<file path="src/tspm_pkg.sv">
`timescale 1ns / 1ps
package tspm_pkg;

   localparam int unsigned MAX_SUBJECTS_DEF = 64;
   localparam int unsigned MAX_VOXELS_DEF   = 1024;

   localparam int unsigned SMP_W  = 24;   // Q12.12 sample
   localparam int unsigned SUM_W  = 30;   // signed sum of up to 64 samples
   localparam int unsigned SQ_W   = 47;   // one squared sample
   localparam int unsigned QS_W   = 53;   // sum of squares
   localparam int unsigned N_W    = 7;    // subject counts
   localparam int unsigned K_W    = 10;   // (n1-1)*(n2-1)
   localparam int unsigned C_W    = 18;   // n*n*(n-1)
   localparam int unsigned D_W    = 60;   // n*Q - S*S
   localparam int unsigned A_W    = 38;   // S1*n2 - S2*n1, signed
   localparam int unsigned MAG_W  = 36;   // |A|
   localparam int unsigned MK_W   = 46;   // |A|*k
   localparam int unsigned MA_W   = 60;   // multiplier operand a
   localparam int unsigned MB_W   = 36;   // multiplier operand b
   localparam int unsigned MP_W   = MA_W + MB_W;
   localparam int unsigned E_W    = 77;   // variance denominator
   localparam int unsigned X_W    = 114;  // A*A*k << 32
   localparam int unsigned Q_W    = 62;   // quotient bits
   localparam int unsigned R_W    = 31;   // root bits
   localparam int unsigned T_W    = 32;   // Q16.16 result

   localparam int unsigned CSR_ADDR_W = 2;
   localparam int unsigned CSR_DATA_W = 11;
   localparam int unsigned VC_W       = 11;
   localparam int unsigned G1_W       = 6;

   localparam logic [N_W-1:0]  SUBJECT_COUNT_RST = 7'd64;
   localparam logic [G1_W-1:0] GROUP1_SIZE_RST   = 6'd32;
   localparam logic [VC_W-1:0] VOXEL_COUNT_RST   = 11'd1024;

   typedef enum logic [CSR_ADDR_W-1:0] {
      REG_SUBJECT_COUNT = 2'd0,
      REG_GROUP1_SIZE   = 2'd1,
      REG_VOXEL_COUNT   = 2'd2
   } csr_index_type;

   typedef enum logic [3:0] {
      ST_IDLE,
      ST_COEF1,
      ST_COEF2,
      ST_READ,
      ST_DRAIN,
      ST_PROD,
      ST_DIFF,
      ST_MUL_GO,
      ST_MUL_WAIT,
      ST_DIV_GO,
      ST_DIV_WAIT,
      ST_NEXT,
      ST_OUT
   } state_type;

   typedef enum logic [1:0] {
      MS_E1,
      MS_E2,
      MS_X
   } mul_step_type;

   typedef enum logic [1:0] {
      DS_IDLE,
      DS_DIV,
      DS_SQRT,
      DS_DONE
   } ds_state_type;

   typedef struct packed {
      logic rd_en;
      logic acc_clr;
      logic mul_start;
      logic ds_start;
      logic rsp_load;
   } ctl_type;

endpackage

</file>
<file path="src/tspm_mul.sv">
`timescale 1ns / 1ps
module tspm_mul (
   input  logic                        clock,
   input  logic                        reset,
   input  logic                        start,
   input  logic [tspm_pkg::MA_W-1:0]   op_a,
   input  logic [tspm_pkg::MB_W-1:0]   op_b,
   output logic                        busy,
   output logic                        done,
   output logic [tspm_pkg::MP_W-1:0]   prod
);

   logic                      busy_ff;
   logic                      done_ff;
   logic [tspm_pkg::MP_W-1:0] acc_ff;
   logic [tspm_pkg::MP_W-1:0] a_sh_ff;
   logic [tspm_pkg::MB_W-1:0] b_sh_ff;
   logic                      last_step;

   // one bit of b per cycle, stop once the remaining bits are zero
   assign last_step = (b_sh_ff[tspm_pkg::MB_W-1:1] == '0);

   always_ff @(posedge clock) begin
      if (reset) begin
         busy_ff <= 1'b0;
         done_ff <= 1'b0;
      end else begin
         done_ff <= busy_ff && last_step;
         if (start) begin
            busy_ff <= 1'b1;
         end else if (busy_ff && last_step) begin
            busy_ff <= 1'b0;
         end
      end
   end

   always_ff @(posedge clock) begin
      if (start) begin
         acc_ff  <= '0;
         a_sh_ff <= tspm_pkg::MP_W'(op_a);
         b_sh_ff <= op_b;
      end else if (busy_ff) begin
         if (b_sh_ff[0]) begin
            acc_ff <= acc_ff + a_sh_ff;
         end
         a_sh_ff <= {a_sh_ff[tspm_pkg::MP_W-2:0], 1'b0};
         b_sh_ff <= {1'b0, b_sh_ff[tspm_pkg::MB_W-1:1]};
      end
   end

   assign busy = busy_ff;
   assign done = done_ff;
   assign prod = acc_ff;

endmodule

</file>
<file path="config.mk">
export PLATFORM = sky130hd
export DESIGN_NAME = tspm_mul
export DESIGN_NICKNAME = d
export VERILOG_FILES = /design/src/tspm_pkg.sv /design/src/tspm_mul.sv
export SDC_FILE = /design/constraint.sdc
export NUM_CORES = 1
export LEC_CHECK = 0
export ABC_AREA = 0
export BUFFER_PORTS_ARGS = -buffer_cell sky130_fd_sc_hd__buf_2
export CAP_MARGIN = 30
export CORE_ASPECT_RATIO = 0.5
export CORE_MARGIN = 2
export CORE_UTILIZATION = 30
export CTS_CLUSTER_DIAMETER = 30
export DETAILED_ROUTE_END_ITERATION = 8
export GPL_TIMING_DRIVEN = 0
export SLEW_MARGIN = 5
export SYNTH_ARGS = -nofsm -noshare
export SYNTH_HDL_FRONTEND = slang
export SYNTH_SLANG_ARGS = --single-unit
</file>
<file path="constraint.sdc">
create_clock -name clock -period 3.9 [get_ports clock]
set_input_delay 0.39 -clock clock [delete_from_list [all_inputs] [get_ports clock]]
set_output_delay 0.39 -clock clock [all_outputs]
set_load 0.01 [all_outputs]
</file>
# After elaboration in Yosys (flattened, before gate mapping)
# Cells that the tools add are included.
# Widths: inputs -> output; s select.
[totals] latchBits=0 n_memories=0 ram_bits=0 mem_bits_ro=0 reg_bits=230
[classes] add_sub_neg=1 shifts=0 order_cmp=0 n_eq_ne=0 reduce_logical=5 bitwise_logic=0 n_mux=6 div=0 n_mul=0
[ops] op="$mux 60" count=2
[ops] op="$add 96x96->96" count=1
[ops] op="$mux 36" count=2
[ops] op="$logic_not 35->1" count=1
[ops] op="$reduce_bool 2->1" count=2
[ops] op="$mux 1" count=2
[ops] op="$reduce_and 2->1" count=1
[ops] op="$logic_and 1x1->1" count=1

# Logic depth before layout (Yosys ltp)
[logic_depth] ltp_word=4 mapped_depth=13 mapped_depth_nobuf=13

# Worst setup path before layout
# OpenSTA, ideal clock, no wires.
[synth_timing] path_type="register -> register" start="reg busy_ff (netlist: busy)" end="reg a_sh_ff[0] (netlist name) (enable)" required_ps=3486 slack_ps=782 path_stages_with_launch=5 arrival_time_ps=2704 setup_time_ps=414 period_less_slack_ps=3118 path_cell_list="dfxtp_1 clkbuf_1 buf_1 buf_1 or2_2"
[synth_via] elab_chain_cells=1
[synth_rtl] item="start: declaration" line_no="tspm_mul.sv:13" text="logic busy_ff;"
[synth_rtl] item="start signal: assignment" line_no="tspm_mul.sv:25" text="busy_ff <= 1'b0;"
[synth_rtl] item="start signal: assignment" line_no="tspm_mul.sv:30" text="busy_ff <= 1'b1;"
[synth_rtl] item="start signal: assignment" line_no="tspm_mul.sv:32" text="busy_ff <= 1'b0;"
[synth_rtl] item="$reduce_bool 2->1 (no line)"
[synth_rtl] item="end signal: assignment" line_no="tspm_mul.sv:40" text="a_sh_ff <= tspm_pkg::MP_W'(op_a);"
[synth_rtl] item="end signal: assignment" line_no="tspm_mul.sv:46" text="a_sh_ff <= {a_sh_ff[tspm_pkg::MP_W-2:0], 1'b0};"
[synth_rtl] item="end: declaration" line_no="tspm_mul.sv:16" text="logic [tspm_pkg::MP_W-1:0] a_sh_ff;"
# No other way between the ends.
# A chain may end at the register's enable or synchronous reset.

# Worst setup path after layout
[layout_timing] start="reg a_sh_ff[2] (netlist name)" end="reg acc_ff, in the netlist prod[95]"
[layout_via] elab_chain_cells=1
[layout_rtl] item="$add 96x96->96" line_no="tspm_mul.sv:44" text="acc_ff <= acc_ff + a_sh_ff;"
[layout_rtl] item="end signal: assignment" line_no="tspm_mul.sv:44"
[layout_rtl] item="end: declaration" line_no="tspm_mul.sv:15" text="logic [tspm_pkg::MP_W-1:0] acc_ff;"
# No other way between the ends.

==> impl_results.html <==
<table>
<tr><th>Metric</th><th>Value</th></tr>
<tr><th colspan="2">Power</th></tr>
<tr><td>Worst vdd rail ir drop</td><td>0.307 mV</td></tr>
<tr><td>Leakage dissipation</td><td>between 0.007 and 0.008 µW</td></tr>
<tr><td>PD cells</td><td>458 nW/µm²</td></tr>
<tr><th colspan="2">Drt</th></tr>
<tr><td>Met3 Routed Length</td><td>1770 µm</td></tr>
<tr><td>Via count of the routed design</td><td>12700</td></tr>
<tr><td>Via/cell ratio</td><td>about 5</td></tr>
<tr><td>Wire length per cell after detailed routing</td><td>17.2 µm</td></tr>
<tr><td>Initial DRC count</td><td>693</td></tr>
<tr><td>Detailed Routing Iterations Pass 1</td><td>5</td></tr>
<tr><td>Met2 wirelength from detailed routing</td><td>21200 µm</td></tr>
<tr><td>Total wire length</td><td>43300 µm</td></tr>
<tr><td>Post-DRT Antenna Nets</td><td>0</td></tr>
<tr><td>Top routing layer in use</td><td>met4</td></tr>
<tr><td>DRC Markers</td><td>0</td></tr>
<tr><td>Wire length on met1</td><td>19000 µm</td></tr>
<tr><th colspan="2">STA</th></tr>
<tr><td>Max Slew Vio Count</td><td>0</td></tr>
<tr><td>RSZ-0062 raised after global routing</td><td>false</td></tr>
<tr><td>Slew at the pin with the worst max-slew slack</td><td>958 ps</td></tr>
<tr><td>Setup TNS</td><td>0 ps</td></tr>
<tr><td>Period utilization</td><td>0.958</td></tr>
<tr><td>Final setup violation count</td><td>0</td></tr>
<tr><td>Maximum clock frequency</td><td>268 MHz</td></tr>
<tr><td>Fin crit period</td><td>3740 ps</td></tr>
<tr><td>Maximum clock skew at final layout</td><td>approximately 28 ps</td></tr>
<tr><td>Slew margin rel.</td><td>0.361</td></tr>
<tr><td>Final count of hold timing violations</td><td>0</td></tr>
<tr><th colspan="2">Worst setup path</th></tr>
<tr><td>Launching point of the worst reg2reg path</td><td>a_sh_ff[2]</td></tr>
<tr><td>Crit path kind</td><td>flip-flop to flip-flop</td></tr>
<tr><td>CP cell instances</td><td>ha_1 &gt; nand3_1 &gt; nor2_1 &gt; o21ai_0 &gt; o21ai_0 &gt; nand3_1 &gt; a211oi_2 &gt; o211ai_2 &gt; and2_1 &gt; o21ai_2 &gt; o211ai_2 &gt; mux2_4</td></tr>
<tr><td>Type of element capturing the critical path</td><td>flip-flop</td></tr>
<tr><td>Worst-case reg-to-reg path depth</td><td>12</td></tr>
<tr><td>Reg-to-reg setup timing slack</td><td>160 ps</td></tr>
<tr><td>Category of the worst setup path launch point</td><td>flip-flop</td></tr>
<tr><td>Slowest cell delay on critical path</td><td>570 ps</td></tr>
<tr><td>Required time of the critical path</td><td>4340 ps</td></tr>
<tr><td>Highest-delay cell along the critical path</td><td>a211oi_2</td></tr>
<tr><td>WP data arrival</td><td>around 4200 ps</td></tr>
<tr><td>Max FO, Critical Path</td><td>5</td></tr>
<tr><td>Endpoint of the worst-slack reg-to-reg timing path</td><td>prod[95]</td></tr>
<tr><th colspan="2">Floorplan</th></tr>
<tr><td>Total core area</td><td>approximately 47000 µm²</td></tr>
<tr><td>Die footprint</td><td>~50000 µm²</td></tr>
<tr><td># rows</td><td>56</td></tr>
<tr><td>Initial standard-cell utilization of the core</td><td>0.307</td></tr>
<tr><td>I/O pin count</td><td>197</td></tr>
<tr><td>Die Y</td><td>160 µm</td></tr>
<tr><td>Die width</td><td>315 µm</td></tr>
<tr><th colspan="2">CTS</th></tr>
<tr><td>CTS H-tree depth</td><td>2</td></tr>
<tr><td>Clock tree root driver cell</td><td>clkbuf_16</td></tr>
<tr><td>Clock Path Buffers</td><td>3</td></tr>
<tr><td>Number of buffers inserted by post-CTS setup repair</td><td>0</td></tr>
<tr><td>Clock-pin slew on the worst setup and hold paths</td><td>50 ps</td></tr>
<tr><td>CTS tree</td><td>built</td></tr>
<tr><td>Clock sink count</td><td>230</td></tr>
<tr><td>TritonCTS Buffers</td><td>48</td></tr>
<tr><td>Later-pin clock latency in the skew report</td><td>560 ps</td></tr>
<tr><th colspan="2">Yosys</th></tr>
<tr><td>Library cells used by synthesis</td><td>77</td></tr>
<tr><td>Nets in the synthesized netlist</td><td>1786</td></tr>
<tr><td>Ranking of synthesized cells by area</td><td>edfxtp_1 20%, dfxtp_1 18%, ha_1 8.2%</td></tr>
<tr><td>Synthesized instance count</td><td>1591</td></tr>
<tr><td>Combined area of all synthesized cells</td><td>14500 µm²</td></tr>
<tr><td>Register area share after synthesis</td><td>0.383</td></tr>
<tr><td>Top cell type by total area after synthesis</td><td>edfxtp_1</td></tr>
<tr><td>EDFF count, synth</td><td>96</td></tr>
<tr><td>Number of register bits inferred by synthesis</td><td>230</td></tr>
<tr><td>Yosys warning total</td><td>0</td></tr>
<tr><td>Average footprint of a synthesized cell</td><td>9.14 µm²</td></tr>
<tr><td>Fraction of post-synthesis cell area in the top cell type by area</td><td>0.198</td></tr>
<tr><td>Most used DFF post-synth</td><td>dfxtp_1</td></tr>
<tr><td>Asr flop ratio synth</td><td>0</td></tr>
<tr><th colspan="2">Placement</th></tr>
<tr><td>GPL Wtd Cong</td><td>~0.91</td></tr>
<tr><td>Number of buffers added on ports</td><td>196</td></tr>
<tr><td>Detailed Place HPWL</td><td>approximately 33000 µm</td></tr>
<tr><td>Cell count after placement</td><td>2426</td></tr>
<tr><th colspan="2">Global route</th></tr>
<tr><td>Overall fraction of global-route tracks in use</td><td>0.167</td></tr>
<tr><td>Vias in the first global route</td><td>12600</td></tr>
<tr><td>Global-route wire length before repair</td><td>67300 µm</td></tr>
<tr><td>Overflow left after global routing</td><td>0</td></tr>
<tr><td>Maximum number of pins on one net before global-route repair</td><td>63</td></tr>
<tr><td>Antenna violations before repair</td><td>1</td></tr>
<tr><th colspan="2">Status</th></tr>
<tr><td>Result of the run</td><td>completed</td></tr>
<tr><th colspan="2">Flow run</th></tr>
<tr><td>Max-capacitance violation count</td><td>0</td></tr>
<tr><th colspan="2">Hold path</th></tr>
<tr><td>Hold worst-path end</td><td>b_sh_ff[35]</td></tr>
<tr><td>Hold crit path type</td><td>input pin to flip-flop</td></tr>
<tr><td>Cells on Worst Hold Path</td><td>2</td></tr>
<tr><td>Start point of the worst min-delay path</td><td>op_b[35]</td></tr>
<tr><th colspan="2">Finish</th></tr>
<tr><td>Area Growth Syn to Fin</td><td>23.8%</td></tr>
<tr><td>Number of nets in the finished design</td><td>between 2000 and 2500</td></tr>
<tr><td>Fraction of the core area covered by cells at the end of the flow</td><td>0.380</td></tr>
<tr><td>Number of cells in the finished layout apart from fillers</td><td>2517</td></tr>
<tr><td>Fraction of final layout cells with drive strength greater than 1</td><td>0.228</td></tr>
</table>
[Yosys cell counts (13+ instances only)]
cell type,n
nor4_1,13
dfxtp_1,134
o21ai_0,60
edfxtp_1,96
mux2_2,94
ha_1,95
clkbuf_1,65
a22o_1,29
o21bai_1,32
nand3_1,31
inv_1,32
nor3_1,16
a21o_1,45
nand4_1,37
xnor2_1,55
xor2_1,31
nand2_1,205
nor2_1,114
a21oi_1,190
a31oi_1,15
mux2i_1,37
[flip-flops by register name, summed over array words and instances (netlist names)]
register  cells
busy          1
prod         96
b_sh_ff      36
a_sh_ff      96
done          1
[placed cells by master (no fill, tap or decap), drive strengths merged, types with 32 or more instances in the layout]
master / n
o21bai: 32
mux2: 95
nand4: 38
edfxtp: 96
nor2: 114
xnor2: 55
nand2: 205
inv: 36
o21ai: 74
mux2i: 37
dfxtp: 134
a21oi: 192
buf: 225
ha: 95
a21o: 45
clkbuf: 129
[worst max-delay path: cells and delay by family, from the launching register on]
family,cells,cell delay (ps)
AO/OA/AOI/OAI,6,1770
AND/OR/NAND/NOR,4,720
flip-flops,1,410
adder cells (fa/ha/maj),1,390
multiplexers,1,310
[cells by family after synthesis]
group                    count (synthesis)  share of synthesized area
adder cells (fa/ha/maj)                 96                     0.0831
AND/OR/NAND/NOR                        462                      0.143
AO/OA/AOI/OAI                          456                      0.200
multiplexers                           132                     0.0993
buffers and inverters                  129                     0.0404
flip-flops                             230                      0.383
XOR/XNOR                                86                     0.0518
[power by group]
group / internal, µW / leakage, µW / switching [µW]
clock network: 2630 / 0.000770 / 1410
registers: 2710 / 0.00205 / 115
logic: 566 / 0.00481 / 822
[metrics by stage]
stage | hold WS, ps | instance area [µm²] | setup WS (ps) | power, µW
6_report | 116 | 18000 | 165 | 8240
2_1_floorplan | 462 | 14500 | 782 | 3830
5_1_grt | 108 | 18000 | 22.6 | 8620
4_1_cts | 97.2 | 18000 | 31.7 | 8320
3_3_place_gp | 459 | 16300 | -333 | 4230
3_5_place_dp | 464 | 16400 | 37.6 | 4240
[cell type report]
cell class	instances	area [µm²]
multi-input combinational	1232	8410
clock buffer	60	1330
buffer	97	468
sequential	230	5570
clock inverter	29	289
timing repair buffer	198	1020
fill	4912	29400
tap	638	798
antenna	1	2.50
inverter	32	120
[per-layer routing]
layer  global-route usage  up-vias
li1                     -     6318
met1                0.206     6027
met3               0.0297       78
met5                    0        -
met4               0.0545        0
met2                0.293      243
[worst max path at each step]
stage                           from           to  slack (ps)  cells after the start
after floorplan                 busy   a_sh_ff[0]         780                      4
after global placement          busy  a_sh_ff[26]        -330                      4
after detailed placement  a_sh_ff[0]     prod[92]          40                     13
after CTS                 a_sh_ff[0]     prod[92]          30                     13
after global routing      a_sh_ff[0]     prod[84]          20                     13
final                     a_sh_ff[2]     prod[95]         160                     12
[repair_timing]
item,CTS,global route
hold buffers,1,0
gates resized for setup,0,3
endpoints found under the setup margin,0,8
hold endpoints to repair,2,0
No activity file was read; power rests on OpenSTA's default activity.
