[config.mk]
export PLATFORM = sky130hd
export DESIGN_NAME = tspm_divsqrt
export DESIGN_NICKNAME = d
export VERILOG_FILES = /design/src/tspm_pkg.sv /design/src/tspm_divsqrt.sv
export SDC_FILE = /design/constraint.sdc
export NUM_CORES = 1
export LEC_CHECK = 0
export BUFFER_PORTS_ARGS = -buffer_cell sky130_fd_sc_hd__buf_2
export CAP_MARGIN = 5
export CORE_AREA = 2 2 346 348
export CTS_CLUSTER_DIAMETER = 30
export DETAILED_ROUTE_END_ITERATION = 8
export DIE_AREA = 0 0 348 350
export PLACE_DENSITY_LB_ADDON = 0.05
export SYNTH_ARGS = -nofsm -noshare
export SYNTH_HDL_FRONTEND = slang
export SYNTH_SLANG_ARGS = --single-unit
[constraint.sdc]
create_clock -name clock -period 10 [get_ports clock]
set_input_delay 1 -clock clock [delete_from_list [all_inputs] [get_ports clock]]
set_output_delay 1 -clock clock [all_outputs]
set_load 0.01 [all_outputs]
[src/tspm_pkg.sv]
`timescale 1ns / 1ps
package tspm_pkg;

   localparam int unsigned MAX_SUBJECTS_DEF = 64;
   localparam int unsigned MAX_VOXELS_DEF   = 1024;

   localparam int unsigned SMP_W  = 24;   // Q12.12 sample
   localparam int unsigned SUM_W  = 30;   // signed sum of up to 64 samples
   localparam int unsigned SQ_W   = 47;   // one squared sample
   localparam int unsigned QS_W   = 53;   // sum of squares
   localparam int unsigned N_W    = 7;    // subject counts
   localparam int unsigned K_W    = 10;   // (n1-1)*(n2-1)
   localparam int unsigned C_W    = 18;   // n*n*(n-1)
   localparam int unsigned D_W    = 60;   // n*Q - S*S
   localparam int unsigned A_W    = 38;   // S1*n2 - S2*n1, signed
   localparam int unsigned MAG_W  = 36;   // |A|
   localparam int unsigned MK_W   = 46;   // |A|*k
   localparam int unsigned MA_W   = 60;   // multiplier operand a
   localparam int unsigned MB_W   = 36;   // multiplier operand b
   localparam int unsigned MP_W   = MA_W + MB_W;
   localparam int unsigned E_W    = 77;   // variance denominator
   localparam int unsigned X_W    = 114;  // A*A*k << 32
   localparam int unsigned Q_W    = 62;   // quotient bits
   localparam int unsigned R_W    = 31;   // root bits
   localparam int unsigned T_W    = 32;   // Q16.16 result

   localparam int unsigned CSR_ADDR_W = 2;
   localparam int unsigned CSR_DATA_W = 11;
   localparam int unsigned VC_W       = 11;
   localparam int unsigned G1_W       = 6;

   localparam logic [N_W-1:0]  SUBJECT_COUNT_RST = 7'd64;
   localparam logic [G1_W-1:0] GROUP1_SIZE_RST   = 6'd32;
   localparam logic [VC_W-1:0] VOXEL_COUNT_RST   = 11'd1024;

   typedef enum logic [CSR_ADDR_W-1:0] {
      REG_SUBJECT_COUNT = 2'd0,
      REG_GROUP1_SIZE   = 2'd1,
      REG_VOXEL_COUNT   = 2'd2
   } csr_index_type;

   typedef enum logic [3:0] {
      ST_IDLE,
      ST_COEF1,
      ST_COEF2,
      ST_READ,
      ST_DRAIN,
      ST_PROD,
      ST_DIFF,
      ST_MUL_GO,
      ST_MUL_WAIT,
      ST_DIV_GO,
      ST_DIV_WAIT,
      ST_NEXT,
      ST_OUT
   } state_type;

   typedef enum logic [1:0] {
      MS_E1,
      MS_E2,
      MS_X
   } mul_step_type;

   typedef enum logic [1:0] {
      DS_IDLE,
      DS_DIV,
      DS_SQRT,
      DS_DONE
   } ds_state_type;

   typedef struct packed {
      logic rd_en;
      logic acc_clr;
      logic mul_start;
      logic ds_start;
      logic rsp_load;
   } ctl_type;

endpackage

[src/tspm_divsqrt.sv]
`timescale 1ns / 1ps
module tspm_divsqrt (
   input  logic                       clock,
   input  logic                       reset,
   input  logic                       start,
   input  logic [tspm_pkg::X_W-1:0]   num,
   input  logic [tspm_pkg::E_W-1:0]   den,
   output logic                       done,
   output logic                       sat,
   output logic [tspm_pkg::R_W-1:0]   root
);

   localparam int unsigned TOP_W = tspm_pkg::X_W - tspm_pkg::Q_W;
   localparam int unsigned CNT_W = $clog2(tspm_pkg::Q_W);

   tspm_pkg::ds_state_type state_ff, state_in;

   logic [tspm_pkg::E_W-1:0]   rem_ff;
   logic [tspm_pkg::Q_W-1:0]   xlo_ff;
   logic [tspm_pkg::Q_W-1:0]   q_ff;
   logic [CNT_W-1:0]           cnt_ff;
   logic                       sat_ff;
   logic [tspm_pkg::Q_W-1:0]   v_ff;
   logic [tspm_pkg::Q_W-1:0]   res_ff;
   logic [tspm_pkg::Q_W-1:0]   bit_ff;

   logic [TOP_W-1:0]           top;
   logic                       sat_det;
   logic [tspm_pkg::E_W:0]     rem2;
   logic                       ge;
   logic                       last_div;
   logic [tspm_pkg::Q_W-1:0]   sum;

   assign top      = num[tspm_pkg::X_W-1:tspm_pkg::Q_W];
   assign sat_det  = (tspm_pkg::E_W'(top) >= den);
   assign rem2     = {rem_ff, xlo_ff[tspm_pkg::Q_W-1]};
   assign ge       = (rem2 >= {1'b0, den});
   assign last_div = (cnt_ff == CNT_W'(tspm_pkg::Q_W - 1));
   assign sum      = res_ff + bit_ff;

   always_comb begin
      state_in = state_ff;
      unique case (state_ff)
         tspm_pkg::DS_IDLE: begin
            if (start) state_in = sat_det ? tspm_pkg::DS_DONE : tspm_pkg::DS_DIV;
         end
         tspm_pkg::DS_DIV: begin
            if (last_div) state_in = tspm_pkg::DS_SQRT;
         end
         tspm_pkg::DS_SQRT: begin
            if (bit_ff[0]) state_in = tspm_pkg::DS_DONE;
         end
         tspm_pkg::DS_DONE: state_in = tspm_pkg::DS_IDLE;
         default: state_in = tspm_pkg::DS_IDLE;
      endcase
   end

   always_comb begin
      done = (state_ff == tspm_pkg::DS_DONE);
   end

   always_ff @(posedge clock) begin
      if (reset) begin
         state_ff <= tspm_pkg::DS_IDLE;
      end else begin
         state_ff <= state_in;
      end
   end

   always_ff @(posedge clock) begin
      unique case (state_ff)
         tspm_pkg::DS_IDLE: begin
            if (start) begin
               sat_ff <= sat_det;
               rem_ff <= tspm_pkg::E_W'(top);
               xlo_ff <= num[tspm_pkg::Q_W-1:0];
               cnt_ff <= '0;
               q_ff   <= '0;
            end
         end
         tspm_pkg::DS_DIV: begin
            rem_ff <= ge ? tspm_pkg::E_W'(rem2 - {1'b0, den}) : rem2[tspm_pkg::E_W-1:0];
            q_ff   <= {q_ff[tspm_pkg::Q_W-2:0], ge};
            xlo_ff <= {xlo_ff[tspm_pkg::Q_W-2:0], 1'b0};
            cnt_ff <= cnt_ff + 1'b1;
            if (last_div) begin
               v_ff   <= {q_ff[tspm_pkg::Q_W-2:0], ge};
               res_ff <= '0;
               bit_ff <= tspm_pkg::Q_W'(1) << (tspm_pkg::Q_W - 2);
            end
         end
         tspm_pkg::DS_SQRT: begin
            if (v_ff >= sum) begin
               v_ff   <= v_ff - sum;
               res_ff <= (res_ff >> 1) + bit_ff;
            end else begin
               res_ff <= res_ff >> 1;
            end
            bit_ff <= bit_ff >> 2;
         end
         tspm_pkg::DS_DONE: begin
         end
         default: begin
         end
      endcase
   end

   assign sat  = sat_ff;
   assign root = res_ff[tspm_pkg::R_W-1:0];

endmodule

* Word level (Yosys, flattened, before mapping)
Index checks and enable logic that the tools add are counted.
Storage, ports and cells: bits of input ports 194, bits in read-only memories 0, register bits 395, output and inout bits 33, memories kept 0, memory bits (writable) 0, bits in latches 0, word-level logic and storage cells 55
Cells by class: shift operators 0, add/subtract/negate cells 5, magnitude comparators 3, eq/ne operators 8, divide/modulo/power cells 0, multiplexer cells 22, bitwise logic cells 0, reduce and logical (&&, ||, !) cells 8, multipliers 0
Operators with widths (number):
- 62-bit case mux with 2 select lines | 4
- 62-bit 2-to-1 mux | 6
- 77-bit 2-to-1 mux | 2
- 77-bit case mux with 2 select lines | 1
- 61-bit case mux with 2 select lines | 1
- 78-bit by 77-bit greater-or-equal comparator with 1-bit output | 1
- 52-bit by 77-bit greater-or-equal comparator with 1-bit output | 1
- 77-bit subtractor | 1
- 61-bit by 62-bit adder with 62-bit output | 1
- 62-bit adder | 1
- 62-bit greater-or-equal comparator | 1
- 62-bit subtractor | 1
- 61-bit 2-to-1 mux | 1
- 6-bit case mux with 2 select lines | 1
- 2-bit 2-to-1 mux | 4
- 2-bit inequality test (second input constant) | 4
- 2-bit case mux with 4 select lines | 1
- 6-bit by 1-bit adder with 6-bit output (second input constant) | 1
- 6-bit == test (second input constant) | 1
- 6-bit 2-to-1 mux | 1
- 2-bit AND reduction | 3
- 3-bit AND reduction | 2
- 2-bit == test (second input constant) | 2
- 2-bit nonzero test | 2
- 2 further kinds | 2

* Depth between registers and ports, before layout
depth after elaboration 4, mapped depth 25, gate-level depth less buffers 25

* Least setup slack after synthesis
Ideal clock, no wire load.
path kind reg-to-reg, start register state_ff[1], end register v_ff[0] in the netlist's numbering, enable pin, setup time 424 ps, cell stages (with the launch flop) 7, required time 9576 ps, path buffers 1, arrival time 9583 ps, period minus slack after synthesis 10008 ps, slack -8 ps, path through dfxtp_1 inv_1 ha_1 clkbuf_1 o21ai_0 a21boi_0 o21a_1
On the way: cells in the longest elaborated chain, start to end 3, elaborated cells between the ends (all ways) 6, classes of those cells eq/ne (4); reduce/logical (2)
Ends and longest elaborated chain:
- from (decl) | RTL line tspm_divsqrt.sv:16 | tspm_pkg::ds_state_type state_ff, state_in;
- from (signal assigned) | RTL line tspm_divsqrt.sv:64 | state_ff <= tspm_pkg::DS_IDLE;
- from (signal assigned) | RTL line tspm_divsqrt.sv:66 | state_ff <= state_in;
- 2-bit == test or 2-bit by 1-bit == test with 1-bit output (tied branches) | RTL line tspm_divsqrt.sv:71 | unique case (state_ff)
- 2-bit inequality test (no source line) or 2-bit nonzero test (tied branches)
- 3-bit AND reduction (no source line) (*)
- to (signal assigned) | RTL line tspm_divsqrt.sv:87 | v_ff <= {q_ff[tspm_pkg::Q_W-2:0], ge};
- to (signal assigned) | RTL line tspm_divsqrt.sv:94 | v_ff <= v_ff - sum;
- to (decl) | RTL line tspm_divsqrt.sv:23 | logic [tspm_pkg::Q_W-1:0] v_ff;
Mark *: on every way between the ends. The rest lies on a longest branch, timed or not. A chain may end at the register's enable or synchronous reset.

* Worst setup path after layout
start register res_ff[6] in the netlist's numbering, end register res_ff[31] in the netlist's numbering, data pin
On the way: cells in the longest elaborated chain, start to end 4, elaborated cells between the ends (all ways) 5, classes of those cells add/sub (2); order compare (1); mux (2)
Ends and longest elaborated chain:
- from (decl) | RTL line tspm_divsqrt.sv:24 | logic [tspm_pkg::Q_W-1:0] res_ff;
- from (signal assigned) | RTL line tspm_divsqrt.sv:95 | res_ff <= (res_ff >> 1) + bit_ff;
- from (signal assigned) | RTL line tspm_divsqrt.sv:97 | res_ff <= res_ff >> 1;
- 62-bit adder | RTL line tspm_divsqrt.sv:39 | assign sum = res_ff + bit_ff;
- 62-bit greater-or-equal comparator | RTL line tspm_divsqrt.sv:93 | if (v_ff >= sum) begin
- 62-bit 2-to-1 mux (*) | RTL line tspm_divsqrt.sv:93
- 62-bit case mux with 2 select lines (*) | RTL line tspm_divsqrt.sv:71
Marked as above.

==> flow_summary.json <==
{
  "required_ns": 10.42,
  "ioPinCount": 227,
  "holdPathStages": 1,
  "maxSlewViolCount": 0,
  "cts-buffers-inserted": 139,
  "skew_ns": 0.0325,
  "cts_tree": "yes",
  "hp-class": "register to register",
  "holdPathEnd": "xlo_ff[55]$_DFFE_PP_",
  "cts_root_buffer": "clkbuf_16",
  "netlist_instances": 3163,
  "status": "complete, no violations",
  "cp.arrival_ns": 7.67,
  "finalHoldViolCount": 0,
  "area_growth_pct": 22.9,
  "grt_setup_unrepaired": "no",
  "setup_violations": 0,
  "cts.sinks": 364,
  "worstHoldStart": "xlo_ff[54]$_DFFE_PP_",
  "grt_pass1_vias": 26200,
  "wl_mm": 98.6,
  "path_clk_slew_ns": 0.04,
  "max-slew-margin-rel_pct": 30.2,
  "max_stage_delay_ns": 0.68,
  "start_util_pct": 25.0,
  "post_cts_buffers": 0,
  "ff2ff_setup_slack_ns": 2.75,
  "finalCritPeriodShare_pct": 72.5,
  "grt_max_degree": 192,
  "vias": 24800,
  "post_cts_resized": 0,
  "dp_hpwl_mm": 73.7,
  "drtAntennaViolNets": 0,
  "crit-reg2reg-launch": "res_ff[6]$_SDFFCE_PN0P_",
  "clock_latency_ns": 0.71,
  "final_area_sq_um": 36100,
  "layout_common_cells": "362 x edfxtp_1, 323 x nand2_1, 259 x ha_1",
  "worstPathCellList": "ha_1 -> a21oi_1 -> a211oi_1 -> a21oi_1 -> o21bai_1 -> a31oi_1 -> o31a_1 -> o21ai_1 -> a31oi_1 -> nor3_1 -> nor2_1 -> xor2_1 -> ha_1 -> nand2_1 -> nor2_1 -> nor4b_1 -> nand4_1 -> nor3_1 -> a211oi_4 -> buf_4 -> nand2_2 -> buf_4 -> o21ai_0 -> mux2i_1",
  "die_h_microns": 350,
  "fmax_ghz": 0.138,
  "finish.utilization_pct": 30.7,
  "crit_path_max_fanout": 77,
  "portBuffers": 226,
  "grt-ovfl-total": 0,
  "yosysSeqAreaShare_pct": 37.1,
  "r2r_cells": 24,
  "drc": 0,
  "synth_nets": 3620,
  "critPathCaptureType": "register",
  "path_class": "register to register",
  "vias_per_cell": 4.94,
  "path_delay_family": "compound AO/OA/AOI/OAI gates",
  "syn_area_sq_um": 29400,
  "synth_area_per_cell_sq_um": 9.29,
  "htree_num_levels": 4,
  "post-route-min-period_ns": 7.25,
  "tns_ns": 0,
  "ys_seq_elements": 364,
  "cts_buffer_depth": 3,
  "wl_per_cell_microns": 19.6,
  "synth_cell_type_count": 86,
  "fillers": 12300,
  "drt-initial-drc-count": 1511,
  "cpMaxStageDelayCell": "buf_4",
  "track_usage_pct": 16.1,
  "placed_cell_area_sq_um": 31900,
  "layout_commonest_cell": "edfxtp_1",
  "antenna_found_initial": 3,
  "async_reset_ff_share_pct": 0,
  "ys.flop_type": "edfxtp_1",
  "ctsHoldBuffers": 0,
  "dieArea_sq_um": 122000,
  "grt_pass1_wl_mm": 153,
  "core-area_sq_um": 118000,
  "synth-warning-count": 0,
  "cap_violations": 0,
  "startpoint_type": "register",
  "firstDrtPassIters": 5,
  "diodes": 0,
  "reg2reg_to": "res_ff[31]$_SDFFCE_PN0P_",
  "synth-edff-count": 362,
  "tightest_slew_ns": 1.05,
  "hold_ws_ns": 0.540,
  "nets": 3837,
  "row_count": 126,
  "crit_buf_inv": 2,
  "dieWidth_microns": 348,
  "drive_gt1_share_pct": 17.0,
  "gp_congestion": 0.832
}
[cell type report]
class	count	area [sq um]	area share (%)
flip-flops and latches	364	10900	30.2
clock inverters	73	547	1.51
clock buffers	178	3700	10.2
well taps	1536	1920	5.32
multi-input cells	2495	17200	47.7
inverters	136	510	1.41
repair buffers	244	1290	3.58
[state kept, by name, summed over array words and instances (netlist names), 2 cells and up]
name / cells
cnt_ff: 6
q_ff: 61
rem_ff: 77
state_ff: 2
xlo_ff: 62
v_ff: 62
res_ff: 62
bit_ff: 31
[layer usage]
layer | track usage, % | part of all wire [%] | vias to the layer above
li1 | - | - | 12200
met1 | 20.5 | 45 | 11900
met3 | 2.83 | 4.2 | 176
met4 | 5.95 | 2.9 | 2
met2 | 27.2 | 48 | 519
met5 | 0 | 0.0081 | -
[logic make-up (layout without fill, tap and decap cells)]
logic type | after synthesis | count (layout) | share of synthesized area, %
xor gates and xnor gates | 229 | 229 | 6.82
adders and majority gates | 263 | 263 | 11.2
DFF | 364 | 364 | 37.1
buffers and inverters | 304 | 631 | 4.45
AOI/OAI and AO/OA | 890 | 890 | 19.5
muxes | 120 | 120 | 4.56
and+or+nand+nor | 993 | 993 | 16.3
[metrics by stage]
stage               worst slack (ns)  cells
finish                          2.75   5026
global route                    2.06   5026
CTS                             2.57   5026
detailed placement              2.62   4775
global placement                2.79   4775
floorplan                       2.46   3163
[Yosys cell counts, types with 19 or more instances]
cell type / number / area share, %
nor3_1: 36 / 0.61
nor2_1: 231 / 3.0
a21oi_1: 254 / 4.3
buf_4: 35 / 0.89
nand4_1: 71 / 1.5
a211oi_1: 47 / 1.2
o21bai_1: 46 / 1.2
and2_1: 112 / 2.4
inv_1: 135 / 1.7
mux2_2: 112 / 4.3
xor2_1: 107 / 3.2
nor2b_1: 38 / 0.81
clkbuf_1: 103 / 1.3
ha_1: 261 / 11
buf_2: 21 / 0.36
a31oi_1: 113 / 2.4
nand2_1: 323 / 4.1
and3_1: 19 / 0.40
nand2b_1: 25 / 0.53
o21ai_0: 143 / 2.4
a21o_1: 102 / 2.6
a31o_2: 20 / 0.60
xnor2_1: 122 / 3.6
nor4_1: 26 / 0.55
o21a_1: 29 / 0.74
edfxtp_1: 362 / 37
nand3_1: 54 / 0.92
[worst max-delay path by stage]
stage	start	endpoint	slack, ns	cells past startpoint
after floorplan	state_ff[1]$_SDFFE_PP0P_	v_ff[0]$_DFFE_PP_	2.46	6
after global placement	bit_ff[0]$_SDFFCE_PN0P_	v_ff[54]$_DFFE_PP_	2.79	23
after global routing	bit_ff[0]$_SDFFCE_PN0P_	res_ff[17]$_SDFFCE_PN0P_	2.06	24
after CTS	res_ff[6]$_SDFFCE_PN0P_	res_ff[31]$_SDFFCE_PN0P_	2.57	24
after detailed placement	bit_ff[0]$_SDFFCE_PN0P_	res_ff[31]$_SDFFCE_PN0P_	2.62	24
final	res_ff[6]$_SDFFCE_PN0P_	res_ff[31]$_SDFFCE_PN0P_	2.75	24
Power is left out: the tool's default activity adds up to more than one toggle a clock period on the data nets, which glitch-free logic cannot reach.
